==> src/rtl/fsdr_pkg.sv <==
// Shared types, constants and helpers for the fused sparse-dense row kernel.
// Used by every module of the block; depends on nothing.
package fsdr_pkg;

    // Fixed geometry
    localparam int LANES         = 4;
    localparam int DATA_W        = 32;
    localparam int PROD_W        = 2 * DATA_W;
    localparam int VEC_LEN_DEF   = 4;
    localparam int FRAC_BITS_DEF = 16;
    localparam int CFG_IDX_W     = 3;
    localparam int CFG_DATA_W    = 32;

    // Register indexes
    typedef logic [CFG_IDX_W-1:0] t_cfg_idx;
    localparam t_cfg_idx CFG_VECTOR = 3'd0;
    localparam t_cfg_idx CFG_REDUCE = 3'd1;
    localparam t_cfg_idx CFG_SCALE  = 3'd2;
    localparam t_cfg_idx CFG_ACCUM  = 3'd3;

    // Vector modes (unused codes act as copy lhs)
    typedef logic [2:0] t_vmode;
    localparam t_vmode VM_LHS = 3'd0;
    localparam t_vmode VM_RHS = 3'd1;
    localparam t_vmode VM_ADD = 3'd2;
    localparam t_vmode VM_SUB = 3'd3;
    localparam t_vmode VM_MAX = 3'd4;
    localparam t_vmode VM_MIN = 3'd5;

    // Reduce modes
    typedef logic [1:0] t_rmode;
    localparam t_rmode RM_ZERO = 2'd0;
    localparam t_rmode RM_DOT  = 2'd1;
    localparam t_rmode RM_LHS  = 2'd2;
    localparam t_rmode RM_TMP  = 2'd3;

    // Scale modes (unused code acts as none)
    typedef logic [1:0] t_smode;
    localparam t_smode SM_NONE = 2'd0;
    localparam t_smode SM_MUL  = 2'd1;
    localparam t_smode SM_ADD  = 2'd2;

    // Accumulate modes
    typedef logic [1:0] t_amode;
    localparam t_amode AM_NONE = 2'd0;
    localparam t_amode AM_ADD  = 2'd1;
    localparam t_amode AM_MAX  = 2'd2;
    localparam t_amode AM_MIN  = 2'd3;

    localparam logic signed [PROD_W-1:0] Q_MAX = PROD_W'(64'sd2147483647);
    localparam logic signed [PROD_W-1:0] Q_MIN = -PROD_W'(64'sd2147483648);

    typedef logic signed [DATA_W-1:0] t_data;

    // Saturated value and its clip flag
    typedef struct packed {
        t_data v;
        logic  clip;
    } t_sat;

    // Per-step strobes and modes from the sequencer
    typedef struct packed {
        logic   cap;
        logic   vec;
        logic   mul;
        logic   term;
        logic   sum;
        logic   scale;
        logic   scsat;
        logic   acc;
        logic   row_end;
        t_vmode vmode;
        t_rmode rmode;
        t_smode smode;
        t_amode amode;
    } t_lane_ctl;

    // What a lane shows to the merge stage and the sequencer
    typedef struct packed {
        t_data term;
        t_data t;
        t_data acc_next;
        logic  clip;
    } t_lane_out;

    // Clamp a wide signed value to the 32-bit range
    function automatic t_sat sat32(input logic signed [PROD_W-1:0] v);
        t_sat r;
        if (v > Q_MAX) begin
            r.v    = Q_MAX[DATA_W-1:0];
            r.clip = 1'b1;
        end else if (v < Q_MIN) begin
            r.v    = Q_MIN[DATA_W-1:0];
            r.clip = 1'b1;
        end else begin
            r.v    = v[DATA_W-1:0];
            r.clip = 1'b0;
        end
        return r;
    endfunction

endpackage

==> src/rtl/fsdr_lane.sv <==
// One element lane: vector op, shared multiplier, scale and accumulator.
// Depends on fsdr_pkg; stepped by the sequencer in the top level.
module fsdr_lane #(
    parameter int FRAC_BITS = fsdr_pkg::FRAC_BITS_DEF
) (
    input  logic                  i_clk,
    input  logic                  i_rst_n,
    input  fsdr_pkg::t_lane_ctl   i_ctl,
    input  fsdr_pkg::t_data       i_lhs,
    input  fsdr_pkg::t_data       i_rhs,
    input  fsdr_pkg::t_data       i_s,
    output fsdr_pkg::t_lane_out   o_out
);
    import fsdr_pkg::*;

    t_data                    r_lhs, r_rhs, r_t, r_term, r_acc;
    logic signed [PROD_W-1:0] r_prod;
    logic                     r_clip;

    t_sat  add_sat, sub_sat, prod_sat, scl_sat, acc_sat;
    t_data vec_t, mul_a, mul_b, acc_next;
    logic  vec_clip, acc_clip;

    // Saturating adders and the floored product
    always_comb begin
        add_sat  = sat32(PROD_W'(r_lhs) + PROD_W'(r_rhs));
        sub_sat  = sat32(PROD_W'(r_rhs) - PROD_W'(r_lhs));
        prod_sat = sat32(r_prod >>> FRAC_BITS);
        scl_sat  = sat32(PROD_W'(r_t) + PROD_W'(i_s));
        acc_sat  = sat32(PROD_W'(r_acc) + PROD_W'(r_t));
    end

    // Elementwise temp value
    always_comb begin
        vec_clip = 1'b0;
        case (i_ctl.vmode)
            VM_RHS: vec_t = r_rhs;
            VM_ADD: begin
                vec_t    = add_sat.v;
                vec_clip = add_sat.clip;
            end
            VM_SUB: begin
                vec_t    = sub_sat.v;
                vec_clip = sub_sat.clip;
            end
            VM_MAX:  vec_t = (r_lhs > r_rhs) ? r_lhs : r_rhs;
            VM_MIN:  vec_t = (r_lhs < r_rhs) ? r_lhs : r_rhs;
            default: vec_t = r_lhs;
        endcase
    end

    // Multiplier operands: lhs*T for the dot term, T*S for scaling
    assign mul_a = i_ctl.mul ? r_lhs : r_t;
    assign mul_b = i_ctl.mul ? r_t : i_s;

    // Fold T into the accumulator
    always_comb begin
        acc_clip = 1'b0;
        case (i_ctl.amode)
            AM_ADD: begin
                acc_next = acc_sat.v;
                acc_clip = acc_sat.clip;
            end
            AM_MAX:  acc_next = (r_acc > r_t) ? r_acc : r_t;
            AM_MIN:  acc_next = (r_acc < r_t) ? r_acc : r_t;
            default: acc_next = r_acc;
        endcase
    end

    // Datapath registers
    always_ff @(posedge i_clk) begin
        if (i_ctl.cap) begin
            r_lhs <= i_lhs;
            r_rhs <= i_rhs;
        end
        if (i_ctl.vec) begin
            r_t    <= vec_t;
            r_clip <= vec_clip;
        end
        if (i_ctl.mul || i_ctl.scale) begin
            r_prod <= PROD_W'(mul_a) * PROD_W'(mul_b);
        end
        if (i_ctl.term) begin
            case (i_ctl.rmode)
                RM_DOT: begin
                    r_term <= prod_sat.v;
                    r_clip <= r_clip | prod_sat.clip;
                end
                RM_LHS:  r_term <= r_lhs;
                RM_TMP:  r_term <= r_t;
                default: r_term <= '0;
            endcase
        end
        if (i_ctl.scale && i_ctl.smode == SM_ADD) begin
            r_t    <= scl_sat.v;
            r_clip <= r_clip | scl_sat.clip;
        end
        if (i_ctl.scsat && i_ctl.smode == SM_MUL) begin
            r_t    <= prod_sat.v;
            r_clip <= r_clip | prod_sat.clip;
        end
    end

    // Row accumulator: cleared at reset and after each row end
    always_ff @(posedge i_clk) begin
        if (!i_rst_n) begin
            r_acc <= '0;
        end else if (i_ctl.acc) begin
            r_acc <= i_ctl.row_end ? '0 : acc_next;
        end
    end

    assign o_out.term     = r_term;
    assign o_out.t        = r_t;
    assign o_out.acc_next = acc_next;
    assign o_out.clip     = r_clip | acc_clip;

endmodule

==> config.mk <==
export PLATFORM = sky130hd
export DESIGN_NAME = fsdr_lane
export DESIGN_NICKNAME = d
export VERILOG_FILES = /design/src/rtl/fsdr_pkg.sv /design/src/rtl/fsdr_lane.sv
export SDC_FILE = /design/constraint.sdc
export NUM_CORES = 2
export LEC_CHECK = 0
export BUFFER_PORTS_ARGS = -buffer_cell sky130_fd_sc_hd__buf_2
export CAP_MARGIN = 10
export CORE_MARGIN = 2
export CORE_UTILIZATION = 55
export CTS_BUF_LIST = sky130_fd_sc_hd__clkbuf_8
export DETAILED_ROUTE_END_ITERATION = 8
export HOLD_SLACK_MARGIN = 0.12
export PLACE_DENSITY_LB_ADDON = 0.15
export SLEW_MARGIN = 15
export SYNTH_ARGS = -nofsm -noshare
export SYNTH_HDL_FRONTEND = slang
export SYNTH_SLANG_ARGS = --single-unit
==> constraint.sdc <==
create_clock -name i_clk -period 12.85 [get_ports i_clk]
set_input_delay 2.57 -clock i_clk [delete_from_list [all_inputs] [get_ports i_clk]]
set_output_delay 2.57 -clock i_clk [all_outputs]
set_load 0.02 [all_outputs]
==> impl_metrics.toml <==
[worst_setup_path]
crit_type = "input pin to flip-flop"
reg2reg_from = "r_t[13]$_DFFE_PP_"
crit_top_cell = "fa_1"
slowest_stage = "o21a_1"
startpoint = "i_ctl[15]"
worstPathArrival_ns = 12.11
cp.required_ns = 13.26
cpPeakStageDelay_ns = 0.67
startpoint_type = "input pin"
critPathMaxFanout = 77
endpoint_kind = "flip-flop"

[logic_synthesis]
synth.distinct_cells = 112
yosysSeqAreaShare = 0.1113
synthArstFlopShare = 0
synthCells = 5966
synth_edf_count = 176
synth_nets = 7507
ys.flop_type = "edfxtp_1"
ys_warn_count = 0
ys_seq_elements = 209
netlist_area_mm2 = 0.05343
syn-mean-instance-area_um2 = 8.956

[clock_tree]
hold_buffers = 0
cts_resized = 0
clk_pin_slew_worst_paths_ns = 0.06
cts.path.max_buffers = 3
cts_sinks = 209
cts_tree = "built"
clk_latency_ns = 0.68
cts_root_buffer = "clkbuf_8"
cts_buffers = 43
cts_htree_levels = 2
cts_setup_buffers = 0

[sta]
drv_slew = 0
fin_crit_ns = 11.70
rsz0062_at_grt = "no"
timing.setup.tns_ns = 0
setup_violations = 0
skew_ns = 0.03835
tightest_slew_ns = 1.228
hold_viol = 0
relSlewSlack = 0.1812
period_share = 0.9102
max_freq_ghz = 0.08550

[final_layout]
final_cell_mix = "1,123 x inv_1, 1,085 x fa_1, 736 x nand2_1, 687 x nor2_1, 340 x ha_1"
drive_gt1_frac = 0.1006
area_delta_synth_final_pct = 7.699
layout_commonest_cell = "inv_1"
nets = 7672

[route]
viasPerCell = 6.116
ant_nets = 0
totalWireLength_um = 202900
initialDrtViolationCount = 5021
dr.pass1.iters = 8
drc = 0
vias = 45590
wire_per_inst_um = 27.22

[min_path]
holdCritStartpoint = "r_acc[0]$_SDFFE_PN0P_"
hp-class = "flip-flop to flip-flop"

[global_routing]
grt_usage = 0.4158
grt_pass1_wl_um = 300800
grt_pass1_vias = 46580
grt_antenna_before_repair = 15
grt_max_degree = 78
grt_overflow = 0

[die]
die_area_mm2 = 0.09966
rows = 114
die_x_um = 315.7
ios = 213
core_area_mm2 = 0.09642
die_h_um = 315.7
start_util = 0.5542

[run_status]
status = "completed"

[place]
gp_congestion = 1.016
port_buffers = 211
dp_hpwl_um = 162900

[flow_run]
maxCapViolations = 0
==> critical path: cells and delay by family <==
kind                       cells  cell delay (ns)
xor gates and xnor gates       1             0.08
buffers and inverters          6             1.43
and+or+nand+nor                3             0.88
AOI/OAI and AO/OA             10             2.52
adders and majority gates      9             4.50
==> logic make-up after synthesis <==
group                      after synthesis  share of synthesized area
AOI/OAI and AO/OA                     1037                     0.1334
xor gates and xnor gates               133                    0.02180
adders and majority gates             1425                     0.4861
buffers and inverters                 1395                    0.09978
DFF                                    209                     0.1113
muxes                                   81                    0.01620
and+or+nand+nor                       1686                     0.1314
==> layout make-up <==
type | count | area (um2)
Sequential cell | 209 | 5946
Clock inverter | 34 | 314.1
Multi-Input combinational cell | 4362 | 42350
Clock buffer | 45 | 619.3
Tap cell | 1276 | 1597
Fill cell | 8690 | 38870
Inverter | 1118 | 4197
Antenna cell | 14 | 35.03
Timing Repair Buffer | 397 | 2491
==> per-layer routing <==
layer  track usage  up-vias  part of all wire
li1              -    19260                 -
met1        0.5438    23030              0.38
met2        0.6275     2766              0.44
met3        0.1120      530              0.12
met4        0.2382        6             0.070
met5             0        -           0.00015
==> cells in the mapped netlist (45+ instances only) <==
master    number  area [um2]
inv_1       1116        4189
xnor2_1       88       770.7
fa_1        1085       21720
clkbuf_1     216       810.8
edfxtp_1     176        5285
a21o_1        84       630.6
xor2_1        45       394.1
nor2_1       688        2582
o21a_1        62       465.5
a22o_1        45       394.1
o21ai_0      187       935.9
ha_1         340        4254
o21ai_1       50       250.2
nand2_1      736        2763
a21oi_1      260        1301
==> sequential cells by signal, indices dropped and copies added, names as in the netlist <==
| signal | flops |
|---|---|
| r_t | 32 |
| r_clip | 1 |
| r_rhs | 32 |
| r_prod | 48 |
| r_lhs | 32 |
| r_term | 32 |
| r_acc | 32 |
==> per-stage QoR <==
stage | setup WS [ns] | hold slack, ns | util | instance area, um2 | instances
floorplan | 1.433 | 0.4683 | - | 53430 | 5966
global placement | 0.4532 | 0.4846 | 0.5865 | 56550 | 7360
detailed placement | 0.6813 | 0.4846 | 0.5868 | 56580 | 7362
CTS | 1.369 | 0.5038 | 0.5965 | 57510 | 7441
global route | 0.7727 | 0.5341 | 0.5967 | 57540 | 7451
finish | 1.153 | 0.5101 | 0.5968 | 57550 | 7455
==> worst paths after layout <==
check	endpoint	slack [ns]	cells past startpoint
worst max register to register	r_prod[52]$_DFFE_PP_	2.77	28
worst min register to register	r_acc[0]$_SDFFE_PN0P_	0.51	1
worst max-delay path	r_prod[52]$_DFFE_PP_	1.15	29
worst min-delay path	r_acc[0]$_SDFFE_PN0P_	0.51	1
Power is left out: the tool's default activity adds up to more than one toggle a clock period on the data nets, which glitch-free logic cannot reach.
