## src/rtl/fsdr_pkg.sv

```systemverilog
// Shared types, constants and helpers for the fused sparse-dense row kernel.
// Used by every module of the block; depends on nothing.
package fsdr_pkg;

    // Fixed geometry
    localparam int LANES         = 4;
    localparam int DATA_W        = 32;
    localparam int PROD_W        = 2 * DATA_W;
    localparam int VEC_LEN_DEF   = 4;
    localparam int FRAC_BITS_DEF = 16;
    localparam int CFG_IDX_W     = 3;
    localparam int CFG_DATA_W    = 32;

    // Register indexes
    typedef logic [CFG_IDX_W-1:0] t_cfg_idx;
    localparam t_cfg_idx CFG_VECTOR = 3'd0;
    localparam t_cfg_idx CFG_REDUCE = 3'd1;
    localparam t_cfg_idx CFG_SCALE  = 3'd2;
    localparam t_cfg_idx CFG_ACCUM  = 3'd3;

    // Vector modes (unused codes act as copy lhs)
    typedef logic [2:0] t_vmode;
    localparam t_vmode VM_LHS = 3'd0;
    localparam t_vmode VM_RHS = 3'd1;
    localparam t_vmode VM_ADD = 3'd2;
    localparam t_vmode VM_SUB = 3'd3;
    localparam t_vmode VM_MAX = 3'd4;
    localparam t_vmode VM_MIN = 3'd5;

    // Reduce modes
    typedef logic [1:0] t_rmode;
    localparam t_rmode RM_ZERO = 2'd0;
    localparam t_rmode RM_DOT  = 2'd1;
    localparam t_rmode RM_LHS  = 2'd2;
    localparam t_rmode RM_TMP  = 2'd3;

    // Scale modes (unused code acts as none)
    typedef logic [1:0] t_smode;
    localparam t_smode SM_NONE = 2'd0;
    localparam t_smode SM_MUL  = 2'd1;
    localparam t_smode SM_ADD  = 2'd2;

    // Accumulate modes
    typedef logic [1:0] t_amode;
    localparam t_amode AM_NONE = 2'd0;
    localparam t_amode AM_ADD  = 2'd1;
    localparam t_amode AM_MAX  = 2'd2;
    localparam t_amode AM_MIN  = 2'd3;

    localparam logic signed [PROD_W-1:0] Q_MAX = PROD_W'(64'sd2147483647);
    localparam logic signed [PROD_W-1:0] Q_MIN = -PROD_W'(64'sd2147483648);

    typedef logic signed [DATA_W-1:0] t_data;

    // Saturated value and its clip flag
    typedef struct packed {
        t_data v;
        logic  clip;
    } t_sat;

    // Per-step strobes and modes from the sequencer
    typedef struct packed {
        logic   cap;
        logic   vec;
        logic   mul;
        logic   term;
        logic   sum;
        logic   scale;
        logic   scsat;
        logic   acc;
        logic   row_end;
        t_vmode vmode;
        t_rmode rmode;
        t_smode smode;
        t_amode amode;
    } t_lane_ctl;

    // What a lane shows to the merge stage and the sequencer
    typedef struct packed {
        t_data term;
        t_data t;
        t_data acc_next;
        logic  clip;
    } t_lane_out;

    // Clamp a wide signed value to the 32-bit range
    function automatic t_sat sat32(input logic signed [PROD_W-1:0] v);
        t_sat r;
        if (v > Q_MAX) begin
            r.v    = Q_MAX[DATA_W-1:0];
            r.clip = 1'b1;
        end else if (v < Q_MIN) begin
            r.v    = Q_MIN[DATA_W-1:0];
            r.clip = 1'b1;
        end else begin
            r.v    = v[DATA_W-1:0];
            r.clip = 1'b0;
        end
        return r;
    endfunction

endpackage

```

## src/rtl/fsdr_merge.sv

```systemverilog
// Merge stage: sums the lane terms into the saturated scalar S.
// Depends on fsdr_pkg; fed by the fsdr_lane instances.
module fsdr_merge #(
    parameter int VEC_LEN = fsdr_pkg::VEC_LEN_DEF
) (
    input  logic                 i_clk,
    input  fsdr_pkg::t_lane_ctl  i_ctl,
    input  fsdr_pkg::t_data      i_term [VEC_LEN],
    output fsdr_pkg::t_data      o_s,
    output logic                 o_clip
);
    import fsdr_pkg::*;

    localparam int SUM_W = DATA_W + $clog2(VEC_LEN) + 1;

    logic signed [SUM_W-1:0] sum;
    t_sat                    sum_sat;
    t_data                   r_s;
    logic                    r_clip;

    // Exact sum of the lane terms
    always_comb begin
        sum = '0;
        for (int k = 0; k < VEC_LEN; k++) begin
            sum = sum + SUM_W'(i_term[k]);
        end
        sum_sat = sat32(PROD_W'(sum));
    end

    // Hold S for the scale step
    always_ff @(posedge i_clk) begin
        if (i_ctl.sum) begin
            if (i_ctl.rmode == RM_ZERO) begin
                r_s    <= '0;
                r_clip <= 1'b0;
            end else begin
                r_s    <= sum_sat.v;
                r_clip <= sum_sat.clip;
            end
        end
    end

    assign o_s    = r_s;
    assign o_clip = r_clip;

endmodule

```

## config.mk

```make
export PLATFORM = sky130hd
export DESIGN_NAME = fsdr_merge
export DESIGN_NICKNAME = d
export VERILOG_FILES = /design/src/rtl/fsdr_pkg.sv /design/src/rtl/fsdr_merge.sv
export SDC_FILE = /design/constraint.sdc
export NUM_CORES = 1
export LEC_CHECK = 0
export BUFFER_PORTS_ARGS = -buffer_cell sky130_fd_sc_hd__buf_2
export CAP_MARGIN = 5
export CELL_PAD_IN_SITES_DETAIL_PLACEMENT = 1
export CELL_PAD_IN_SITES_GLOBAL_PLACEMENT = 1
export CORE_MARGIN = 8
export CORE_UTILIZATION = 38
export CTS_CLUSTER_DIAMETER = 30
export DETAILED_ROUTE_END_ITERATION = 8
export GPL_TIMING_DRIVEN = 1
export PLACE_DENSITY = 0.88
export REMOVE_ABC_BUFFERS = 1
export SYNTH_ARGS = -nofsm -noshare
export SYNTH_HDL_FRONTEND = slang
export SYNTH_SLANG_ARGS = --single-unit
```

## constraint.sdc

```tcl
create_clock -name i_clk -period 5.5 [get_ports i_clk]
set_input_delay 1.1 -clock i_clk [delete_from_list [all_inputs] [get_ports i_clk]]
set_output_delay 1.1 -clock i_clk [all_outputs]
set_load 0.05 [all_outputs]
```

==> results of run 1 <==
[worst max-delay path, cell delays in order]
cell      delay, ns
buf_2          0.08
inv_1          0.05
fa_1           0.54
inv_1          0.06
fa_1           0.46
ha_1           0.26
fa_1           0.42
a211oi_2       0.24
o21ai_1        0.13
o311a_1        0.39
or2_4          0.29
a211oi_4       0.32
nand2_1        0.09
a211oi_1       0.42
o21ai_4        0.12
buf_4          0.20
o21ai_1        0.17
[state kept, by name, indices dropped and copies added, names as in the netlist]
register and flops:
o_clip 1, o_s 32
[logic make-up (layout without fill, tap and decap cells)]
logic type	after synthesis	count (layout)	share of synthesized area
xor gates and xnor gates	27	27	0.04810
adders and majority gates	99	99	0.3254
muxes	2	2	0.003773
DFF	33	33	0.1867
buffers and inverters	197	362	0.1445
AOI/OAI and AO/OA	147	147	0.2028
and+or+nand+nor	93	93	0.08866
[how the worst max path moves through the flow]
| stage | from | end | slack [ns] | cells after the start |
|---|---|---|---|---|
| 2_1_floorplan | i_term[1] | o_s[29] | -0.93 | 15 |
| 3_3_place_gp | i_term[1] | o_s[9] | 0.12 | 17 |
| 3_5_place_dp | i_term[1] | o_s[3] | -0.02 | 17 |
| 4_1_cts | i_term[1] | o_s[3] | 0.25 | 17 |
| 5_1_grt | i_term[1] | o_s[3] | 0.05 | 17 |
| 6_report | i_term[1] | o_s[3] | 0.28 | 17 |
[metal layers]
| layer | GRT usage | vias up |
|---|---|---|
| met5 | 0 | - |
| met4 | 0.04242 | 0 |
| met3 | 0.03067 | 14 |
| met2 | 0.3087 | 123 |
| met1 | 0.1968 | 2214 |
| li1 | - | 2245 |
[cell type report]
cell class                 instances  area [um^2]
tap                              180        225.2
multi-input combinational        368         3560
fill                            1715         7274
clock buffer                       5        125.1
sequential                        33        991.0
inverter                         183        686.9
timing repair buffer             171        898.4
clock inverter                     3        12.51
[synthesized netlist by cell type, types with 2 or more instances]
cell type / count
buf_2: 10
o21a_1: 4
clkbuf_1: 2
nand2b_1: 3
fa_1: 65
a211o_1: 4
nor3_1: 7
a311oi_2: 2
mux2i_1: 2
xor2_1: 11
a211oi_2: 3
a211oi_1: 5
a21o_1: 14
o31a_1: 2
o21ai_0: 16
o311a_1: 2
edfxtp_1: 33
o21ai_2: 19
nor2_1: 21
o211ai_1: 4
nand3_1: 7
a21boi_0: 2
inv_1: 183
ha_1: 34
o21bai_1: 4
and2_1: 4
nand4_1: 7
a31oi_1: 3
o21ai_1: 14
xnor2_1: 15
or2_2: 4
and3_1: 3
nand2_1: 28
buf_6: 2
a21oi_1: 31
[through the flow]
| step | worst slack, ns | hold slack (ns) | std cells | TNS [ns] |
|---|---|---|---|---|
| after floorplan | -0.9346 | 1.213 | 584 | -25.44 |
| after global placement | 0.1213 | 1.410 | 935 | 0 |
| after detailed placement | -0.02458 | 1.428 | 935 | -0.02919 |
| after CTS | 0.2472 | 1.140 | 943 | 0 |
| after global routing | 0.05315 | 1.155 | 943 | 0 |
| final | 0.2780 | 1.145 | 943 | 0 |
[report_power, final]
| group | internal, W | switching (W) | leakage, nW | total, W |
|---|---|---|---|---|
| clock | 0.000163 | 0.0000988 | 0.0687 | 0.000262 |
| combinational | 0.000833 | 0.00161 | 3.09 | 0.00245 |
| sequential | 0.000485 | 0.0000336 | 0.322 | 0.000519 |
| total | 0.00148 | 0.00175 | 3.48 | 0.00323 |
==> impl_metrics.csv, run 1 <==
group,metric,value,unit
cts,h-tree-depth,2,
global_routing,grt_start_max_net_pins,34,
global_routing,gr-total-overflow,0,
timing,rsz0062_at_grt,"false",
detailed_routing,drt_iter0_markers,170,
synth,syn_inst,598,
cells_and_area,area_delta_synth_final,22.47,%
detailed_routing,wl_met2,7.487,mm
timing,fmax,191.5,MHz
cts,path_clk_slew,0.05,ns
cells_and_area,drive_above_1_share,0.2883,
placement,place_congestion,0.8464,
die,rows,43,
timing,setup_violations,0,
placement,io_buffers,164,
synth,synth_ff_type,"edfxtp_1",
setup_path,cp.arrival,5.34,ns
setup_path,critPathCaptureType,"flop",
detailed_routing,routed-via-count,4596,
placement,hpwl,12.94,mm
timing,maxSlewViolCount,0,
cts,cts_num_sinks,33,
global_routing,grt.total_usage,0.1684,
timing,hold_viol,0,
cts,postCtsSetupBuffers,0,
hold_path,hold_depth,3,
detailed_routing,first_pass_iters,4,
synth,netlist_area,5306,um^2
die,initial_core_util,0.3853,
detailed_routing,met1_length,6.007,mm
cts,cts_resized,0,
run,maxCapViolCount,0,
pwr,power.ir.vdd_worst,0.2048,mV
timing,post-route-period-util,0.9494,
pwr,power,0.003227,W
global_routing,antenna_found_initial,0,
synth,yosysWarnings,0,
synth,ys_top_cells_by_area,"fa_1 25%, edfxtp_1 19%, inv_1 13%",
cells_and_area,final_cell_mix,"183 x inv_1, 164 x buf_2, 65 x fa_1, 34 x ha_1, 33 x edfxtp_1",
detailed_routing,dr_wl_met3,811,um
synth,synth-seq-cells,33,
synth,synth_top_area_cell,"fa_1",
synth,synth_edf_count,33,
timing,tightest_slew,0.7722,ns
pwr,leakagePower,3.477,nW
placement,placed_area,6361,um^2
die,io_pins,180,
timing,period_needed,5.222,ns
cells_and_area,antenna_cells,0,
synth,seq_area_frac_synth,0.1867,
hold_path,min-delay-start,"i_ctl[4]",
setup_path,worstSetupStartpointType,"primary input",
cells_and_area,design_area,6499,um^2
run_status,outcome,"completed",
global_routing,grt_pass1_vias,5260,
die,dieArea,18000,um^2
synth,avgSynthCellArea,8.873,um^2
cts,root_buffer,"clkbuf_16",
global_routing,grt_pass1_wl,24.85,mm
cts,cts_tree,"done",
setup_path,timing_worst_setup_path_type,"in2reg",
die,dieHeight,134.2,um
cells_and_area,layout.nets,1008,
die,core,13770,um^2
die,die_w,134.2,um
detailed_routing,wire_per_inst,15.36,um
hold_path,hold_path.class,"in2reg",
hold_path,holdPathEnd,"o_s[31]",
synth,yosysUniqueCellTypes,63,
detailed_routing,drc,0,
synth,ys_async_sr_fraction,0,
cts,cts_inserted_buffers,5,
cts,clockBufferDepth,2,
detailed_routing,ant_nets,0,
timing,relSlewSlack,0.4852,
setup_path,cp_max_fo,10,
detailed_routing,routed_wl,14.48,mm
pwr,p_per_area,496.6,nW/um^2
detailed_routing,highest_layer,"met4",
setup_path,required,5.62,ns
cells_and_area,final_common_cell,"inv_1",
cts,cts_hold_buf,0,
synth,yosysTopAreaCellShare,0.2452,
detailed_routing,vias_per_cell,4.874,
cells_and_area,final_util,0.4718,
(Power assumes the default switching activity.)
==> inputs of run 2 (changes only) <==
==> config.mk (replaced) <==
export PLATFORM = sky130hd
export DESIGN_NAME = fsdr_merge
export DESIGN_NICKNAME = d
export VERILOG_FILES = /design/src/rtl/fsdr_pkg.sv /design/src/rtl/fsdr_merge.sv
export SDC_FILE = /design/constraint.sdc
export NUM_CORES = 1
export LEC_CHECK = 0
export BUFFER_PORTS_ARGS = -buffer_cell sky130_fd_sc_hd__buf_4
export CAP_MARGIN = 5
export CORE_MARGIN = 8
export CORE_UTILIZATION = 40
export CTS_BUF_LIST = sky130_fd_sc_hd__clkbuf_8
export CTS_CLUSTER_DIAMETER = 30
export DETAILED_ROUTE_END_ITERATION = 8
export GPL_TIMING_DRIVEN = 1
export PLACE_DENSITY = 0.72
export REMOVE_ABC_BUFFERS = 1
export SYNTH_ARGS = -nofsm -noshare
export SYNTH_HDL_FRONTEND = slang
export SYNTH_SLANG_ARGS = --single-unit
==> run 2 against run 1 <==
Compared with the run above: sequential power about the same; sequential cell count unchanged; die area decreased by 4.4%; count of clock-buffer cells in the layout unchanged.
==> impl_metrics.csv, run 2 (synthesized netlist as in run 1, its figures left out) <==
group,metric,value,unit
die,dieHeight,131.2,um
cts,h-tree-depth,2,
timing,rsz0062_at_grt,"false",
cts,cts_hold_buf,0,
cells_and_area,final_common_cell,"inv_1",
cells_and_area,antenna_cells,0,
timing,period_needed,5.124,ns
cts,cts_num_sinks,33,
detailed_routing,drt_iter0_markers,219,
timing,fmax,195.2,MHz
detailed_routing,routed-via-count,4387,
cells_and_area,final_util,0.5218,
die,rows,42,
setup_path,timing_worst_setup_path_type,"in2reg",
detailed_routing,drc,0,
placement,hpwl,10.94,mm
setup_path,cp_max_fo,26,
run_status,outcome,"completed",
die,io_pins,180,
global_routing,grt_start_max_net_pins,34,
timing,hold_viol,0,
cells_and_area,fillCellCount,1239,
setup_path,worstSetupStartpointType,"primary input",
setup_path,cp-startpoint,"i_term[1]",
cts,cts_resized,0,
cells_and_area,area_delta_synth_final,28.67,%
die,die_w,131.2,um
cts,cts_tree,"done",
global_routing,gr-total-overflow,0,
detailed_routing,routed_wl,12.42,mm
hold_path,hold_depth,3,
setup_path,critPathCaptureType,"flop",
detailed_routing,ant_nets,0,
cells_and_area,final_cells,936,
setup_path,required,5.54,ns
cells_and_area,final_cell_mix,"184 x inv_1, 167 x buf_4, 65 x fa_1, 34 x ha_1, 33 x edfxtp_1",
placement,io_buffers,164,
die,core,13090,um^2
global_routing,grt_pass1_vias,4632,
timing,fin_tns_setup,0,ns
timing,tightest_slew,0.4571,ns
cts,clockBufferDepth,2,
hold_path,hold_path.class,"in2reg",
global_routing,antenna_found_initial,0,
timing,maxSlewViolCount,0,
cts,root_buffer,"clkbuf_8",
global_routing,grt.total_usage,0.1444,
cells_and_area,largest_reg_flops,32,
timing,relSlewSlack,0.6874,
cells_and_area,layout.nets,1006,
pwr,power.ir.vdd_worst,0.1900,mV
placement,place_ws,0.08586,ns
cts,postCtsSetupBuffers,0,
cells_and_area,drive_above_1_share,0.2855,
placement,place_congestion,0.8941,
cts,cts_inserted_buffers,5,
detailed_routing,first_pass_iters,4,
timing,setup_violations,0,
cells_and_area,multiInputGateArea,3560,um^2
cts,path_clk_slew,0.07,ns
placement,dp_cells,929,
pwr,p_per_area,460.2,nW/um^2
cells_and_area,regArea,991.0,um^2
run,maxCapViolCount,0,
pwr,leakagePower,3.585,nW
global_routing,grt_pass1_wl,21.12,mm
detailed_routing,vias_per_cell,4.687,
hold_path,min-delay-start,"i_ctl[4]",
timing,setup_ws,0.3759,ns
setup_path,cp.arrival,5.16,ns
timing,post-route-period-util,0.9316,
detailed_routing,wire_per_inst,13.27,um
die,initial_core_util,0.4055,
hold_path,holdPathEnd,"o_s[31]",
die,dieArea,17210,um^2
==> run 2: cell types whose count changed in the layout (fill, tap and decap cells not counted) <==
| cell | before | now |
|---|---|---|
| buf_4 | 5 | 167 |
| clkbuf_16 | 5 | 0 |
| buf_2 | 164 | 0 |
| clkbuf_8 | 0 | 5 |
| clkinv_2 | 1 | 0 |
| inv_1 | 183 | 184 |
| clkinv_1 | 2 | 1 |
==> run 2: power by group <==
part           leakage (nW)  switching, W  internal (W)
Clock                0.0428     0.0000885     0.0000835
Sequential            0.322     0.0000340      0.000484
Combinational          3.22       0.00154      0.000914
==> run 2: how the worst max path moves through the flow <==
stage                    to  slack (ns)  cells past startpoint
floorplan           o_s[29]       -0.93                     15
global placement     o_s[9]        0.11                     17
detailed placement   o_s[9]        0.09                     17
CTS                  o_s[9]        0.37                     17
global route         o_s[9]        0.19                     17
finish               o_s[9]        0.38                     17
==> run 2: through the flow <==
stage | hold WS [ns] | total power, W | instance area (um^2)
after floorplan | 1.213 | 0.002312 | 5226
after global placement | 1.409 | 0.002961 | 6751
after detailed placement | 1.420 | 0.002983 | 6751
after CTS | 1.121 | 0.003159 | 6828
after global routing | 1.128 | 0.003394 | 6828
final | 1.127 | 0.003142 | 6828
==> run 2: cell type report <==
type | count | area share
Clock buffer | 5 | 0.01008
Clock inverter | 2 | 0.001100
Inverter | 183 | 0.1006
Multi-Input combinational cell | 368 | 0.5213
Sequential cell | 33 | 0.1451
Tap cell | 176 | 0.03225
Timing Repair Buffer | 169 | 0.1895
==> run 2: worst max-delay path, stage by stage <==
cell and delay, ns:
buf_4 0.08, inv_1 0.04, fa_1 0.53, inv_1 0.05
fa_1 0.46, ha_1 0.26, fa_1 0.42, a211oi_2 0.25
o21ai_1 0.15, o311a_1 0.37, o211ai_1 0.25, a21oi_1 0.12
o211ai_2 0.31, a311oi_2 0.23, o21ai_4 0.22, buf_12 0.21
o21ai_1 0.09
==> run 2: per-layer routing <==
| metal | vias to the layer above | share of wire | global-route usage |
|---|---|---|---|
| li1 | 2241 | - | - |
| met1 | 2012 | 0.46 | 0.1904 |
| met2 | 129 | 0.47 | 0.2397 |
| met3 | 5 | 0.070 | 0.02820 |
| met4 | 0 | 0.0068 | 0.03099 |
| met5 | - | 0 | 0 |
==> inputs of run 3 (changes only) <==
==> constraint.sdc (replaced) <==
create_clock -name i_clk -period 5.5 [get_ports i_clk]
set_input_delay 0 -clock i_clk [delete_from_list [all_inputs] [get_ports i_clk]]
set_output_delay 0 -clock i_clk [all_outputs]
set_load 0.05 [all_outputs]
==> run 3 against run 2 <==
Compared with the run above: utilization is 0.13 points lower; sequential share of layout area hardly changed; critical path depth stayed put; first-iteration DRC count is 6.4% lower; count of clock-buffer cells in the layout stayed put; cell area is 0.26% lower; sequential cell count stayed put; non-clock buffer count is 3 lower.
==> impl_metrics.csv, run 3 (synthesized netlist as in run 1, its figures left out) <==
group,metric,value,unit
hold_path,hold_path.class,"in2reg",
cells_and_area,regArea,991.0,um^2
timing,post-route-period-util,0.8236,
timing,period_needed,4.530,ns
die,rows,42,
timing,maxSlewViolCount,0,
pwr,seq_power_share,0.165,
placement,dp_cells,926,
hold_path,min-delay-start,"i_ctl[4]",
cts,clockBufferDepth,2,
timing,rsz0062_at_grt,"false",
pwr,swShare,0.5252,
pwr,p_per_area,460.9,nW/um^2
run_status,outcome,"completed",
setup_path,path_common_cell,"fa_1",
global_routing,grt_pass1_vias,4630,
cts,root_buffer,"clkbuf_8",
cells_and_area,final_cell_mix,"184 x inv_1, 166 x buf_4, 65 x fa_1, 34 x ha_1, 33 x edfxtp_1",
die,io_pins,180,
cts,cts_hold_buf,0,
run,maxCapViolCount,0,
setup_path,crit_chain,"buf_4 -> inv_1 -> fa_1 -> inv_1 -> fa_1 -> ha_1 -> fa_1 -> a211oi_2 -> o21ai_1 -> o311a_1 -> or2_4 -> a211oi_4 -> a211o_1 -> a211oi_1 -> o21ai_4 -> buf_4 -> o21ai_1",
timing,fin_tns_setup,0,ns
die,dieArea,17210,um^2
detailed_routing,drc,0,
placement,place_congestion,0.8770,
hold_path,holdPathEnd,"o_s[31]",
detailed_routing,routed-via-count,4425,
cts,cts_inserted_buffers,5,
cells_and_area,layout.nets,1003,
setup_path,required,5.52,ns
setup_path,timing_worst_setup_path_type,"in2reg",
pwr,intPower,0.001490,W
global_routing,antenna_found_initial,0,
die,dieHeight,131.2,um
pwr,p_sw,0.001648,W
setup_path,cp.arrival,4.55,ns
detailed_routing,wire_per_inst,13.21,um
detailed_routing,first_pass_iters,5,
cells_and_area,drive_above_1_share,0.2836,
pwr,clkPwrFrac,0.069,
detailed_routing,drt_iter0_markers,205,
timing,setup_violations,0,
setup_path,critPathCaptureType,"flop",
global_routing,grt_start_max_net_pins,34,
detailed_routing,vias_per_cell,4.738,
detailed_routing,routed_wl,12.34,mm
cts,cts_num_sinks,33,
timing,relSlewSlack,0.4868,
cells_and_area,multiInputGateArea,3560,um^2
setup_path,cp_max_fo,22,
global_routing,grt_pass1_wl,21.20,mm
die,initial_core_util,0.4055,
cells_and_area,final_common_cell,"inv_1",
cells_and_area,area_delta_synth_final,28.34,%
cells_and_area,antenna_cells,0,
cells_and_area,fillCellCount,1232,
pwr,pwr-share-comb,0.766,
hold_path,hold_depth,3,
timing,hold_viol,0,
pwr,leakagePower,3.574,nW
timing,fmax,220.7,MHz
die,die_w,131.2,um
placement,io_buffers,164,
global_routing,grt.total_usage,0.1441,
setup_path,max_stage_delay,0.62,ns
detailed_routing,ant_nets,0,
cts,h-tree-depth,2,
timing,tightest_slew,0.7670,ns
setup_path,worstSetupStartpointType,"primary input",
cts,path_clk_slew,0.07,ns
global_routing,gr-total-overflow,0,
placement,hpwl,10.93,mm
cells_and_area,final_cells,934,
cts,cts_tree,"done",
cts,cts_resized,0,
setup_path,cp_slowest_cell,"o21ai_4",
die,core,13090,um^2
cells_and_area,largest_reg_flops,32,
pwr,power.ir.vdd_worst,0.2297,mV
cts,postCtsSetupBuffers,0,
run 3: changes by cell type in the layout (fill, tap and decap cells not counted):
cell / change
buf_4: -1
buf_12: -2
bufinv_16: +1
run 3: worst max path at each step:
| stage | startpoint | to | slack (ns) | cells past startpoint |
|---|---|---|---|---|
| floorplan | i_term[1] | o_s[29] | 0.17 | 15 |
| global placement | i_term[1] | o_s[9] | 0.71 | 17 |
| detailed placement | i_term[1] | o_s[9] | 0.64 | 17 |
| CTS | i_term[1] | o_s[9] | 0.94 | 17 |
| global route | i_term[1] | o_s[4] | 0.74 | 17 |
| finish | i_term[1] | o_s[9] | 0.97 | 17 |
run 3: area by class of cell:
class / count / area share
Multi-Input combinational cell: 368 / 0.5227
Timing Repair Buffer: 166 / 0.1830
Sequential cell: 33 / 0.1455
Inverter: 183 / 0.1009
Tap cell: 176 / 0.03234
Clock buffer: 5 / 0.01010
Clock inverter: 3 / 0.005512
run 3: metrics by stage:
step / total power (W) / utilization / area (um^2) / setup WS (ns) / hold WS (ns)
2_1_floorplan: 0.002312 / - / 5226 / 0.1654 / 0.1125
3_3_place_gp: 0.002908 / 0.5123 / 6704 / 0.7146 / 0.3079
3_5_place_dp: 0.002933 / 0.5123 / 6704 / 0.6371 / 0.3232
4_1_cts: 0.003156 / 0.5205 / 6810 / 0.9434 / 0.02887
5_1_grt: 0.003391 / 0.5205 / 6810 / 0.7393 / 0.04495
6_report: 0.003139 / 0.5205 / 6810 / 0.9699 / 0.03515
run 3: power groups by stage:
stage | Combinational, W | Clock (W) | Sequential (W)
final | 0.00240 | 0.000215 | 0.000519
after global routing | 0.00263 | 0.000230 | 0.000534
after CTS | 0.00241 | 0.000221 | 0.000521
after global placement | 0.00239 | 0 | 0.000520
after detailed placement | 0.00241 | 0 | 0.000526
after floorplan | 0.00133 | 0 | 0.000984
run 3: metal layers:
layer	track usage	routed length [um]	vias to the layer above
li1	-	-	2231
met1	0.1939	5717	2057
met2	0.2405	5764	133
met3	0.02553	802	4
met4	0.02195	53	0
met5	0	0	-
run 3: critical path: cells and delay by family:
family,cells,cell delay (ns)
AOI/OAI and AO/OA,8,2.05
buffers and inverters,4,0.49
adders and majority gates,4,1.71
and+or+nand+nor,1,0.28
